===== config.mk =====
export PLATFORM = sky130hd
export DESIGN_NAME = ardb_ram
export DESIGN_NICKNAME = d
export VERILOG_FILES = /design/src/audio_ring_double_buffer_refill_top_macros.svh /design/src/ardb_ram.sv
export SDC_FILE = /design/constraint.sdc
export NUM_CORES = 2
export LEC_CHECK = 0
export ABC_CLOCK_PERIOD_IN_PS = 2800
export BUFFER_PORTS_ARGS = -buffer_cell sky130_fd_sc_hd__buf_2
export CAP_MARGIN = 20
export CORE_MARGIN = 3
export CORE_UTILIZATION = 50
export DETAILED_ROUTE_END_ITERATION = 7
export PLACE_DENSITY = 0.65
export SLEW_MARGIN = 20
export SYNTH_ARGS = -nofsm -noshare
export SYNTH_HDL_FRONTEND = slang
export SYNTH_SLANG_ARGS = --single-unit

===== constraint.sdc =====
create_clock -name clk -period 2.8 [get_ports clk]
set_input_delay 0.28 -clock clk [delete_from_list [all_inputs] [get_ports clk]]
set_output_delay 0.28 -clock clk [all_outputs]
set_load 0.005 [all_outputs]

===== src/audio_ring_double_buffer_refill_top_macros.svh =====
// Assertion macros for the audio ring double buffer refill block.
// Included by the modules that carry concurrent assertions; no other dependencies.
`ifndef AUDIO_RING_DOUBLE_BUFFER_REFILL_TOP_MACROS_SVH
`define AUDIO_RING_DOUBLE_BUFFER_REFILL_TOP_MACROS_SVH

// Check that a condition implies another in the same cycle
`define ARDB_ASSERT_IMP(LBL, CLK, RSTN, A, C, MSG) \
	LBL: assert property (@(posedge CLK) disable iff (!RSTN) (A) |-> (C)) else $error(MSG);

// Check that a condition implies another in the next cycle
`define ARDB_ASSERT_NXT(LBL, CLK, RSTN, A, C, MSG) \
	LBL: assert property (@(posedge CLK) disable iff (!RSTN) (A) |=> (C)) else $error(MSG);

`endif


===== src/ardb_ram.sv =====
// Generic single-write, single-read synchronous RAM with a registered read.
// No dependencies.
module ardb_ram #(
	parameter int WIDTH = 8,
	parameter int DEPTH = 512
) (
	input  logic                     clk,
	input  logic                     we,
	input  logic [$clog2(DEPTH)-1:0] waddr,
	input  logic [WIDTH-1:0]         wdata,
	input  logic                     re,
	input  logic [$clog2(DEPTH)-1:0] raddr,
	output logic [WIDTH-1:0]         rdata
);

	logic [WIDTH-1:0] mem [DEPTH];
	logic [WIDTH-1:0] rdata_q;

	// Write port
	always_ff @(posedge clk) begin
		if (we) begin
			mem[waddr] <= wdata;
		end
	end

	// Read port, data holds until the next read
	always_ff @(posedge clk) begin
		if (re) begin
			rdata_q <= mem[raddr];
		end
	end

	assign rdata = rdata_q;

endmodule


Word level (Yosys, flattened, before mapping) --
Memory sizes are Yosys's and may differ from the RTL's. A register that Yosys moved wholly into a read port is not among the register bits. Cells that the tools add are included.
Storage, ports and cells: memories 1, register bits after elaboration 0, word-level logic and storage cells 3, RAM bits 4096
Memories:
- mem | words 512, width 8, rd ports 1, clocked after Yosys merged registers in 1, write ports 1, line ardb_ram.sv:16 | logic [WIDTH-1:0] mem [DEPTH];
Cells by class: muxes and demuxes 2
Operators by type and width (count):
- 1-bit two-way mux | 2

Longest topological paths before layout --
word-level depth 2, depth in mapped cells 12, depth with buffers taken out 7

Worst setup path before layout --
Ideal clock, no wire load.
kind in2reg, start point input raddr[0], end point register rdata_q[0] (netlist: rdata[0]), read port of mem, data pin, path slack 409 ps, arrival 2134 ps, cell stages on the path 10, data required time 2543 ps, path through buf_4 -> buf_12 -> buf_12 -> buf_2 -> mux4_2 -> o21ai_0 -> nand3_1 -> nand4_1 -> o21ai_0 -> o2111a_1
RTL lines:
- start: declaration | line ardb_ram.sv:12 | input logic [$clog2(DEPTH)-1:0] raddr,
- end: declaration | line ardb_ram.sv:17 | logic [WIDTH-1:0] rdata_q;

==> results.cfg <==
[setup_path]
rr_worst_depth = 8
critical-path-max-stage-delay_ns = 0.57
critPathKind = register to register
crit_family = simple AND/OR/NAND/NOR gates
cp.required_ns = 3.59
critPathMaxFanout = 2
path_cells = mux2i_1 -> o221ai_1 -> nor3_1 -> nor4_1 -> buf_4 -> o311ai_1 -> nor4_2 -> o2111a_1
cp.depth = 8
arrival_ns = 3.63
critical_path.endpoint_type = register
critPathBufInv = 1
cp-start-kind = register
slowest_stage = nor4_2

[synth]
ys_types = 50
netlist_instances = 8030
synth_seq_cells = 4104
synth_edf_count = 4104
synthesis.nets = 8059
syn-mean-instance-area_um2 = 19.9
synth.cell_area_um2 = 160000
ys.flop_type = edfxtp_1
yosysWarnings = 0
synth-async-reset-ratio = 0
seq_area_frac_synth = 0.770

[grt]
antenna_found_initial = 21
grt_max_degree = 127
grtUsageTotal = 0.261
grt.overflow.total = 0
grt_pass1_vias = 87200
grt_first_pass_wirelength_um = 619000

[routing]
dr.pass1.iters = 6
drt-total-wl_um = 428000
ant_nets = 0
wl_per_cell_um = 30.9
drt_iter0_drc = 11300
drc = 0
num_vias = 86800
viasPerCell = 6.26

[cells_and_area]
post-route-util = 0.594
fillers = 22500
syn2layout_area_growth_pct = 18.1
multi_input_area_um2 = 34100
layout_commonest_cell = edfxtp_1
final_area_um2 = 189000
layout_common_cells = 4104 x edfxtp_1, 1188 x buf_4, 797 x mux2i_1, 654 x mux4_2, 596 x nor2_1
stdcell_count = 13900
fin_nets = 9375
drive_gt1_frac = 0.277
layout.area.seq_um2 = 123000

[timing]
slew_headroom = 0.105
slew_viol_final = 0
fin_ws_ns = -0.0443
setup-tns-final_ns = -0.0483
tightest_slew_ns = 1.33
min_period_ns = 2.84
finalHoldViolations = 0
whs_ns = 0.183
skew_ns = 0.0570
rsz0062_at_grt = false
finalCritPeriodShare = 1.02
setup_viol = 2
fmax_mhz = 352

[die]
start_util = 0.503
core-area_um2 = 318000
fp.dieW_um = 572
ios = 37
rows = 207
die-area_um2 = 327000
die_h_um = 572

[power]
p_leak_nw = 62.7
irDropWorstVdd_uv = 543
power_density_nw_per_um2 = 685
finalPower_mw = 129

[place]
postPlaceCellArea_um2 = 175000
place_ws_ns = -1.13
io_buffers = 36
place_inst = 13100
hpwl_um = 278000
gp_routability_congestion = 0.902

[clock_network]
cts.path.max_buffers = 4
cts_tree = built
numCtsBuffers = 410
clock_sinks = 4104
htree_levels = 5
cts.clk_slew.worst_paths_ns = 0.06
clkLatencyLatePin_ns = 0.97
root_buffer = clkbuf_16
post_cts_buffers = 0

[run_status]
status = complete, but fails checks
violations = setup timing

[min_path]
hold_class = input port to register
hold_depth = 4

[job]
maxCapViolations = 0
-- layout make-up --
cell class / instances / share of cell area
antenna: 11 / 0.000146
clock buffer: 489 / 0.0561
clock inverter: 252 / 0.0146
inverter: 3 / 0.0000993
multi-input combinational: 3410 / 0.180
sequential: 4104 / 0.652
tap: 4180 / 0.0277
timing repair buffer: 1417 / 0.0688
-- synthesized netlist by cell type (57+ instances only) --
cell type	n	share of area
mux2i_1	797	0.050
buf_6	64	0.0045
nor3_1	109	0.0034
clkbuf_1	265	0.0062
edfxtp_1	4104	0.77
o221ai_1	371	0.020
o21ai_0	118	0.0037
o22ai_1	163	0.0064
nand2_1	111	0.0026
mux4_2	654	0.092
buf_2	57	0.0018
a22oi_1	61	0.0029
buf_4	70	0.0033
nor2_1	597	0.014
a21oi_1	194	0.0061
-- sequential cells by signal, indices dropped and copies added (netlist names) --
signal  count
rdata       8
mem      4096
-- tightest hold or removal path: cells and delay by family --
family	cells	cell delay, ns
buf+inv	1	0.28
simple gates	3	0.39
-- kinds of logic after synthesis --
group                  after synthesis  synth area share
and+or+nand+nor                    980            0.0263
buffers and inverters              516            0.0185
muxes                             1451             0.142
DFF                               4104             0.770
AOI/OAI and AO/OA                  979            0.0431
-- layer usage --
metal	share of wire	global-route usage
met2	0.48	0.412
met5	0.000026	0
met3	0.093	0.0457
met4	0.037	0.0884
met1	0.39	0.372
-- what timing repair did --
| action | CTS | global route |
|---|---|---|
| endpoints found under the hold margin | 398 | 0 |
| resized for setup | 12 | 3 |
| setup endpoints to repair | 7 | 2 |
| hold buffers | 9 | 0 |
| pin swaps | 1 | 1 |
-- path summary, 6_finish.rpt --
check | from | endpoint | slack [ns]
worst min-delay path | waddr[6] | mem[299][3] | 0.18
worst min register to register | mem[298][0] | rdata[0] | 1.31
worst max register to register | mem[33][5] | rdata[5] | -0.04
worst max-delay path | mem[33][5] | rdata[5] | -0.04
-- where the power goes --
group	internal (mW)	leakage (nW)	switching [mW]
clock	31.4	6.48	23.1
combinational	2.75	19.3	4.45
sequential	67.7	36.9	0.0480
Note: power is estimated with default switching activity, not from simulation.
