File: src/audio_ring_double_buffer_refill_top_macros.svh
// Assertion macros for the audio ring double buffer refill block.
// Included by the modules that carry concurrent assertions; no other dependencies.
`ifndef AUDIO_RING_DOUBLE_BUFFER_REFILL_TOP_MACROS_SVH
`define AUDIO_RING_DOUBLE_BUFFER_REFILL_TOP_MACROS_SVH

// Check that a condition implies another in the same cycle
`define ARDB_ASSERT_IMP(LBL, CLK, RSTN, A, C, MSG) \
	LBL: assert property (@(posedge CLK) disable iff (!RSTN) (A) |-> (C)) else $error(MSG);

// Check that a condition implies another in the next cycle
`define ARDB_ASSERT_NXT(LBL, CLK, RSTN, A, C, MSG) \
	LBL: assert property (@(posedge CLK) disable iff (!RSTN) (A) |=> (C)) else $error(MSG);

`endif

File: src/ardb_pkg.sv
// Shared constants and types for the audio ring double buffer refill block.
// No dependencies; imported by the refill engine and the top level.
package ardb_pkg;

	// Geometry of the ring and the two-half play buffer
	localparam int HALF_LENGTH = 315;
	localparam int RING_DEPTH  = 512;
	localparam int PLAY_LENGTH = 2 * HALF_LENGTH;
	localparam int RING_AW     = $clog2(RING_DEPTH);
	localparam int PLAY_AW     = $clog2(PLAY_LENGTH);
	localparam int LEVEL_W     = 9;

	localparam logic [7:0] SILENCE_BYTE = 8'h80;

	// Input command codes
	localparam logic CMD_WRITE = 1'b0;
	localparam logic CMD_TICK  = 1'b1;

	// Refill request from the top level to the refill engine
	typedef struct packed {
		logic               start;
		logic [PLAY_AW-1:0] base;
		logic [RING_AW-1:0] ptr;
		logic [RING_AW-1:0] cnt;
	} fill_req_t;

endpackage

File: src/ardb_refill.sv
// Refill engine: clears the play buffer after reset and copies one half from the ring, padding with silence.
// Depends on ardb_pkg and the assertion macro header.
`include "audio_ring_double_buffer_refill_top_macros.svh"

module ardb_refill
	import ardb_pkg::*;
(
	input  logic               clk,
	input  logic               arst_n,
	input  fill_req_t          req,
	input  logic [7:0]         ring_rdata,
	output logic               busy,
	output logic               ring_re,
	output logic [RING_AW-1:0] ring_raddr,
	output logic               play_we,
	output logic [PLAY_AW-1:0] play_waddr,
	output logic [7:0]         play_wdata
);

	typedef enum logic [2:0] {
		F_CLEAR = 3'b001,
		F_IDLE  = 3'b010,
		F_COPY  = 3'b100
	} fill_state_t;

	fill_state_t        state_q;
	logic [PLAY_AW-1:0] idx_q;
	logic [PLAY_AW-1:0] base_q;
	logic [RING_AW-1:0] ptr_q;
	logic [RING_AW-1:0] left_q;
	logic               wr_s1;
	logic               from_ring_s1;
	logic [PLAY_AW-1:0] waddr_s1;
	logic [RING_AW-1:0] ptr_nxt;

	// Read the ring while drained samples remain
	assign ring_re    = (state_q == F_COPY) && (left_q != '0);
	assign ring_raddr = ptr_q;
	assign ptr_nxt    = (ptr_q == RING_AW'(RING_DEPTH - 1)) ? '0 : ptr_q + RING_AW'(1);

	// Sequence clear and copy passes
	always_ff @(posedge clk or negedge arst_n) begin
		if (!arst_n) begin
			state_q <= F_CLEAR;
			idx_q   <= '0;
			wr_s1   <= 1'b0;
		end else begin
			wr_s1 <= (state_q == F_COPY);
			case (state_q)
				F_CLEAR: begin
					if (idx_q == PLAY_AW'(PLAY_LENGTH - 1)) begin
						idx_q   <= '0;
						state_q <= F_IDLE;
					end else begin
						idx_q <= idx_q + PLAY_AW'(1);
					end
				end
				F_IDLE: begin
					if (req.start) begin
						idx_q   <= '0;
						state_q <= F_COPY;
					end
				end
				F_COPY: begin
					if (idx_q == PLAY_AW'(HALF_LENGTH - 1)) begin
						idx_q   <= '0;
						state_q <= F_IDLE;
					end else begin
						idx_q <= idx_q + PLAY_AW'(1);
					end
				end
				default: begin
					state_q <= F_IDLE;
				end
			endcase
		end
	end

	// Capture the request and advance the ring read pointer
	always_ff @(posedge clk) begin
		if (state_q == F_IDLE && req.start) begin
			base_q <= req.base;
			ptr_q  <= req.ptr;
			left_q <= req.cnt;
		end else if (ring_re) begin
			ptr_q  <= ptr_nxt;
			left_q <= left_q - RING_AW'(1);
		end
		from_ring_s1 <= ring_re;
		waddr_s1     <= base_q + idx_q;
	end

	// Drive the play buffer write port: silence sweep or delayed copy
	always_comb begin
		if (state_q == F_CLEAR) begin
			play_we    = 1'b1;
			play_waddr = idx_q;
			play_wdata = SILENCE_BYTE;
		end else begin
			play_we    = wr_s1;
			play_waddr = waddr_s1;
			play_wdata = from_ring_s1 ? ring_rdata : SILENCE_BYTE;
		end
	end

	assign busy = (state_q != F_IDLE) || wr_s1;

	`ARDB_ASSERT_IMP(a_copy_idx_range, clk, arst_n, state_q == F_COPY, idx_q < PLAY_AW'(HALF_LENGTH), "copy index past half")
	`ARDB_ASSERT_IMP(a_start_when_idle, clk, arst_n, req.start, state_q == F_IDLE, "refill started while busy")
	`ARDB_ASSERT_NXT(a_ring_data_used, clk, arst_n, ring_re, wr_s1 && from_ring_s1, "ring read not written back")

endmodule

File: config.mk
export PLATFORM = sky130hd
export DESIGN_NAME = ardb_refill
export DESIGN_NICKNAME = d
export VERILOG_FILES = /design/src/ardb_pkg.sv /design/src/ardb_refill.sv
export VERILOG_INCLUDE_DIRS = /design/src /design/src/src
export SDC_FILE = /design/constraint.sdc
export NUM_CORES = 1
export LEC_CHECK = 0
export ABC_AREA = 0
export BUFFER_PORTS_ARGS = -buffer_cell sky130_fd_sc_hd__buf_2
export CORE_MARGIN = 2
export CORE_UTILIZATION = 49
export DETAILED_ROUTE_END_ITERATION = 8
export PLACE_DENSITY = 0.86
export SLEW_MARGIN = 20
export SYNTH_ARGS = -nofsm -noshare
export SYNTH_HDL_FRONTEND = slang
export SYNTH_SLANG_ARGS = --single-unit
File: constraint.sdc
create_clock -name clk -period 2.8 [get_ports clk]
set_input_delay 0.28 -clock clk [delete_from_list [all_inputs] [get_ports clk]]
set_output_delay 0.28 -clock clk [all_outputs]
set_load 0.01 [all_outputs]
## Word-level counts from Yosys, hierarchy flattened

Index checks and enable logic that the tools add are counted.
Widths: inputs -> output; s select.

| word-level totals | value |
|---|---|
| word-level logic and storage cells | 47 |
| bits in registers | 53 |
| output and inout bits | 30 |
| input port bits | 39 |

| operators by class | value |
|---|---|
| reduce and logical (&&, ||, !) cells | 8 |
| mux-type cells | 17 |
| $add $sub $neg | 4 |
| eq/ne operators | 10 |

Operator list:

| kind | number |
|---|---|
| $mux 9 | 5 |
| $mux 10 | 4 |
| $pmux 10 s3 | 1 |
| $mux 8 | 2 |
| $add 10x1->10 const B | 1 |
| $add 10x10->10 | 1 |
| $eq 10x10->1 const B | 1 |
| $eq 10x9->1 const B | 1 |
| $add 9x1->9 const B | 1 |
| $eq 9x9->1 const B | 1 |
| $mux 3 | 3 |
| $pmux 3 s3 | 1 |
| $reduce_bool 9->1 | 1 |
| $sub 9x1->9 const B | 1 |
| $ne 2x2->1 const B | 2 |
| $eq 3x1->1 const B | 1 |
| $eq 3x2->1 const B | 1 |
| $eq 3x3->1 const B | 1 |
| $ne 3x2->1 const B | 1 |
| $reduce_and 3->1 | 1 |
| $reduce_bool 3->1 | 1 |
| $logic_and 1x1->1 | 2 |
| $ne 2x1->1 const B | 1 |
| $reduce_and 2->1 | 1 |
| other kinds (3) | 3 |

## Longest topological paths before layout

| depth | value |
|---|---|
| word-level depth | 4 |
| depth in mapped cells | 7 |
| depth with buffers taken out | 7 |

## Worst setup path before layout

OpenSTA, ideal clock, no wires.

| timing path | value |
|---|---|
| path type | register -> register |
| start point | register left_q[0] |
| end point | register left_q[0], enable pin |
| stages on the path, launching flop included | 7 |
| period minus slack after synthesis | 2,619 ps |
| data arrival time | 2,201 ps |
| required time | 2,382 ps |
| slack | 181 ps |
| setup time | 418 ps |
| buffers on the path | 0 |
| path through | edfxtp_1 inv_1 ha_1 inv_1 or4_4 nor2_1 o21ai_0 |

| on the way | value |
|---|---|
| longest elaborated chain between the ends | 3 |

Ends and longest elaborated chain:

| item | line | source |
|---|---|---|
| from (decl) | ardb_refill.sv:30 | `logic [RING_AW-1:0] left_q;` |
| from (signal assigned) | ardb_refill.sv:84 | `left_q <= req.cnt;` |
| from (signal assigned) | ardb_refill.sv:87 | `left_q <= left_q - RING_AW'(1);` |
| $reduce_bool 9->1 | ardb_refill.sv:37 | `assign ring_re = (state_q == F_COPY) && (left_q != '0);` |
| $logic_and 1x1->1 | ardb_refill.sv:37 |  |
| $reduce_bool 2->1 (no source line) | n/a |  |

Every way passes these cells.
A chain may end at the register's enable or synchronous reset.

## Final worst setup path

| timing path | value |
|---|---|
| start point | register left_q[3] |
| end point | output ring_re |

| on the way | value |
|---|---|
| longest elaborated chain between the ends | 2 |

Ends and longest elaborated chain:

| item | line | source |
|---|---|---|
| $reduce_bool 9->1 | ardb_refill.sv:37 |  |
| $logic_and 1x1->1 | ardb_refill.sv:37 |  |
| to (decl) | ardb_refill.sv:13 | `output logic ring_re,` |

Every way passes these cells.

==> results <==
- The number of endpoints failing setup at the final stage is 0.
- By area the synthesized netlist is led by sky130_fd_sc_hd__edfxtp_1, sky130_fd_sc_hd__dfrtp_1, sky130_fd_sc_hd__dfxtp_1.
- Input and output buffers added on the ports amount to 68.
- The peak clock frequency supported by timing is 418 MHz.
- The kind of path behind the tightest hold check is in2reg.
- The max capacitance violation total is 0.
- In this run the power density over the cells is 1050 nW/um^2.
- The iteration count of the initial detailed-routing pass is 4.
- The analysis attributes to cell leakage a power of 1.54 nW.
- The most frequently used cell type in the post-synthesis netlist is sky130_fd_sc_hd__nand2_1.
- The repair_antennas step left the layout with diodes totalling 0.
- The average cell area after synthesis is 10.3 um^2.
- Counting flops and latches in the post-synthesis netlist gives 53.
- After routing, the total negative slack on setup checks comes to 0 ns.
- The commonest register cell after synthesis is sky130_fd_sc_hd__edfxtp_1.
- The final period demand of the worst path is ~2.4 ns.
- The number of DRC markers in iteration 0 is 74.
- Counting the buffers created by CTS gives 5.
- The cell class contributing the biggest share of worst-path delay is simple AND/OR/NAND/NOR gates.
- The number of stages on the worst setup path is 5.
- The number of sinks on the clock net is 53.
- Summing every instance area after synthesis gives 2950 um^2.
- At the worst endpoint, the arrival time is 2.11 ns.
- The cell taking the most area after synthesis is sky130_fd_sc_hd__edfxtp_1.
- The via count of the first global-routing pass is approximately 2200.
- The cell at the root of the clock tree is sky130_fd_sc_hd__clkbuf_8.
- The highest cell delay on the worst timing path is about 0.58 ns.
- The number of nets produced by synthesis is 341.
- The routed via count is 2388.
- In the finished design, the share of the clock period the worst path needs comes to 85.4%.
- The total power draw is around 3.7 mW.
- The share of flip-flops with an asynchronous set or reset after synthesis is a little over a quarter.
- The first global-routing pass estimated about 9700 um of wire.
- TritonCTS built the clock tree.
- The number of design rule violations left after detail routing is 0.
- The type of destination of the critical path is an output pin.
- Once detailed placement completed, the half-perimeter wirelength came to 4540 um.
- Synthesis produced 286 cells.
- The sequential element share of the synthesized area is between 40% and 50%.
- The flow ran to the end, and the final reports show no timing, DRC or antenna violations.
- After global routing the overflow that remains totals 0.
- The maximum root-to-sink buffer count is 2.
- The number of synthesis warnings is 0.
- The number of nets at the end of the flow is ~420.
- Synthesis instantiated 53 different standard cells from the library.
- After synthesis, the most frequently instantiated cells are sky130_fd_sc_hd__nand2_1, sky130_fd_sc_hd__edfxtp_1, sky130_fd_sc_hd__nor2_1.
- The H-tree depth is 2.
- In this run, post-CTS repair resized a total of 0 instances.
- The total count of max-transition violations in the final report is 0.
- Counting instances, the worst hold path has a depth of 1.
- The number of enable flip-flop cells after synthesis is 28.
- The global router's overall resource usage is 18.8%.
- The slowest stage of the critical path belongs to the cell sky130_fd_sc_hd__or4_1.
- For this design the top-level I/O count stands at 69.
- The initial antenna violation count was 0.
- The count of nets left with antenna violations once routing finished came out at 0.
- The starting density of the core is 50.2%.
- The peak fanout along the critical path is 3.
- The relative slew slack is 70.2%.
- The y dimension of the die is roughly 82 um.
- STA classifies the critical path startpoint as a flip-flop.
- After detailed routing, the total wire length is roughly 6100 um.
- The wire length per cell after detailed routing is 13.9 um.
- The floorplan has 28 rows.
- The post-route clock skew is ~0.0083 ns.
- The floorplan step set the die width to 81.6 um.
- The worst-case reg-to-reg path depth is 5.
- The number of failing hold endpoints at the final stage is 0.
- The standard cell core area is 5890 um^2.
- The area share of the largest cell type after synthesis is 28.5%.
- The critical path is of the reg2out type.
- The largest net degree at the start of global routing is 27.
- In the routed layout, each cell is associated on average with a via count of between 5 and 6.
- The final weighted congestion of routability-driven global placement is between 0.8 and 0.9.
- The signal on the critical path passes through or4_1 > or4_4 > nor2_1 > nor2_1 > buf_2.
- The worst endpoint required time is 2.52 ns.
- The transition time of the tightest slew-check pin is 0.442 ns.
- Setup repair after global routing left no endpoint under its margin.
- The clock-pin slew on the worst setup and hold paths is 0.10 ns.
- The layout overhead on the synthesized area is 19.3%.
- Cells with a size suffix above 1 make up around 28% of the layout.
- The worst voltage drop across the vdd grid is 0.000465 V.
- The most frequent cell on the critical path is sky130_fd_sc_hd__nor2_1.
- The floorplan step defined a die boundary enclosing between 6000 and 7000 um^2.
- The number of buffers and inverters on the critical path is 1.
- The worst-skew pair later-pin latency is 0.30 ns.
==> through the flow <==
step	worst slack (ns)	util [%]	area, um^2	hold WS (ns)	instances
2_1_floorplan	0.181	-	2950	-0.0156	286
3_3_place_gp	0.714	57.7	3400	0.199	427
3_5_place_dp	0.673	57.7	3400	0.208	427
4_1_cts	0.407	59.9	3520	0.137	436
5_1_grt	0.303	59.9	3520	0.139	436
6_report	0.409	59.9	3520	0.142	436
==> layout by cell type (no fill, tap or decap), types with 3 or more instances in the layout <==
| master | netlist | final |
|---|---|---|
| sky130_fd_sc_hd__xor2_1 | 9 | 9 |
| sky130_fd_sc_hd__o21ai_0 | 19 | 18 |
| sky130_fd_sc_hd__a22o_1 | 4 | 4 |
| sky130_fd_sc_hd__buf_4 | 0 | 5 |
| sky130_fd_sc_hd__a21o_1 | 5 | 5 |
| sky130_fd_sc_hd__edfxtp_1 | 28 | 28 |
| sky130_fd_sc_hd__nand2b_1 | 4 | 4 |
| sky130_fd_sc_hd__dfrtp_1 | 13 | 13 |
| sky130_fd_sc_hd__nand3_1 | 8 | 8 |
| sky130_fd_sc_hd__and3_1 | 8 | 8 |
| sky130_fd_sc_hd__o21ai_1 | 4 | 5 |
| sky130_fd_sc_hd__dfxtp_1 | 11 | 11 |
| sky130_fd_sc_hd__buf_2 | 1 | 68 |
| sky130_fd_sc_hd__inv_1 | 9 | 9 |
| sky130_fd_sc_hd__nor2b_1 | 3 | 3 |
| sky130_fd_sc_hd__a21oi_1 | 13 | 13 |
| sky130_fd_sc_hd__a211oi_1 | 3 | 3 |
| sky130_fd_sc_hd__clkbuf_8 | 0 | 6 |
| sky130_fd_sc_hd__nor3_1 | 9 | 9 |
| sky130_fd_sc_hd__ha_1 | 15 | 15 |
| sky130_fd_sc_hd__o31ai_1 | 3 | 3 |
| sky130_fd_sc_hd__or3_1 | 3 | 3 |
| sky130_fd_sc_hd__xnor2_1 | 13 | 13 |
| sky130_fd_sc_hd__nand2_1 | 30 | 30 |
| sky130_fd_sc_hd__nor2_1 | 21 | 21 |
| sky130_fd_sc_hd__nand3b_1 | 3 | 3 |
| sky130_fd_sc_hd__mux2_2 | 8 | 8 |
==> final timing paths <==
kind,slack [ns],startpoint,end
max,0.41,left_q[3]$_DFFE_PP_,ring_re
max reg2reg,0.66,left_q[3]$_DFFE_PP_,left_q[1]$_DFFE_PP_
max in group asynchronous,2.08,arst_n,state_q[0]$_DFFE_PN1P_
min,0.14,req[26],base_q[8]$_DFFE_PP_
min reg2reg,0.50,base_q[0]$_DFFE_PP_,waddr_s1[0]$_DFF_P_
min in group asynchronous,0.41,arst_n,idx_q[6]$_DFFE_PN0P_
==> area by class of cell <==
| type | count | area [um^2] |
|---|---|---|
| clock buffer | 7 | 86.3 |
| clock inverter | 1 | 30.0 |
| fill | 501 | 2360 |
| inverter | 9 | 33.8 |
| multi-input combinational | 217 | 1480 |
| sequential | 53 | 1410 |
| tap | 75 | 93.8 |
| timing repair buffer | 74 | 388 |
==> logic make-up (layout without fill, tap and decap cells) <==
group	Yosys count	after routing	share of synthesized area, %
buffers and inverters	16	91	2.08
AOI/OAI and AO/OA	59	59	12.3
adders and majority gates	16	16	7.03
muxes	10	10	3.90
xor gates and xnor gates	22	22	6.52
DFF	53	53	47.8
and+or+nand+nor	110	110	20.4
==> power breakdown <==
part / switching [mW] / leakage (nW) / internal, mW
registers: 0.304 / 0.530 / 1.24
clock network: 0.241 / 0.0585 / 0.292
logic: 0.889 / 0.953 / 0.746
total: 1.43 / 1.54 / 2.28
==> timing repair <==
item                                   4_1_cts  5_1_grt
hold buffers                                 1        0
endpoints found under the hold margin       13        0
buffers inserted                             0        0
==> state kept, by name (all words and copies together) (netlist names) <==
| signal | cells |
|---|---|
| waddr_s1 | 10 |
| ring_raddr | 9 |
| state_q | 3 |
| left_q | 9 |
| base_q | 10 |
| wr_s1 | 1 |
| idx_q | 10 |
| from_ring_s1 | 1 |
==> routing by layer <==
metal	vias up	routed length, um	GRT usage [%]
met1	1118	2610	24.1
met4	0	53	4.83
met3	6	320	3.52
met5	-	0	0
li1	1194	-	-
met2	70	3090	32.6
Note: power is estimated with default switching activity, not from simulation.
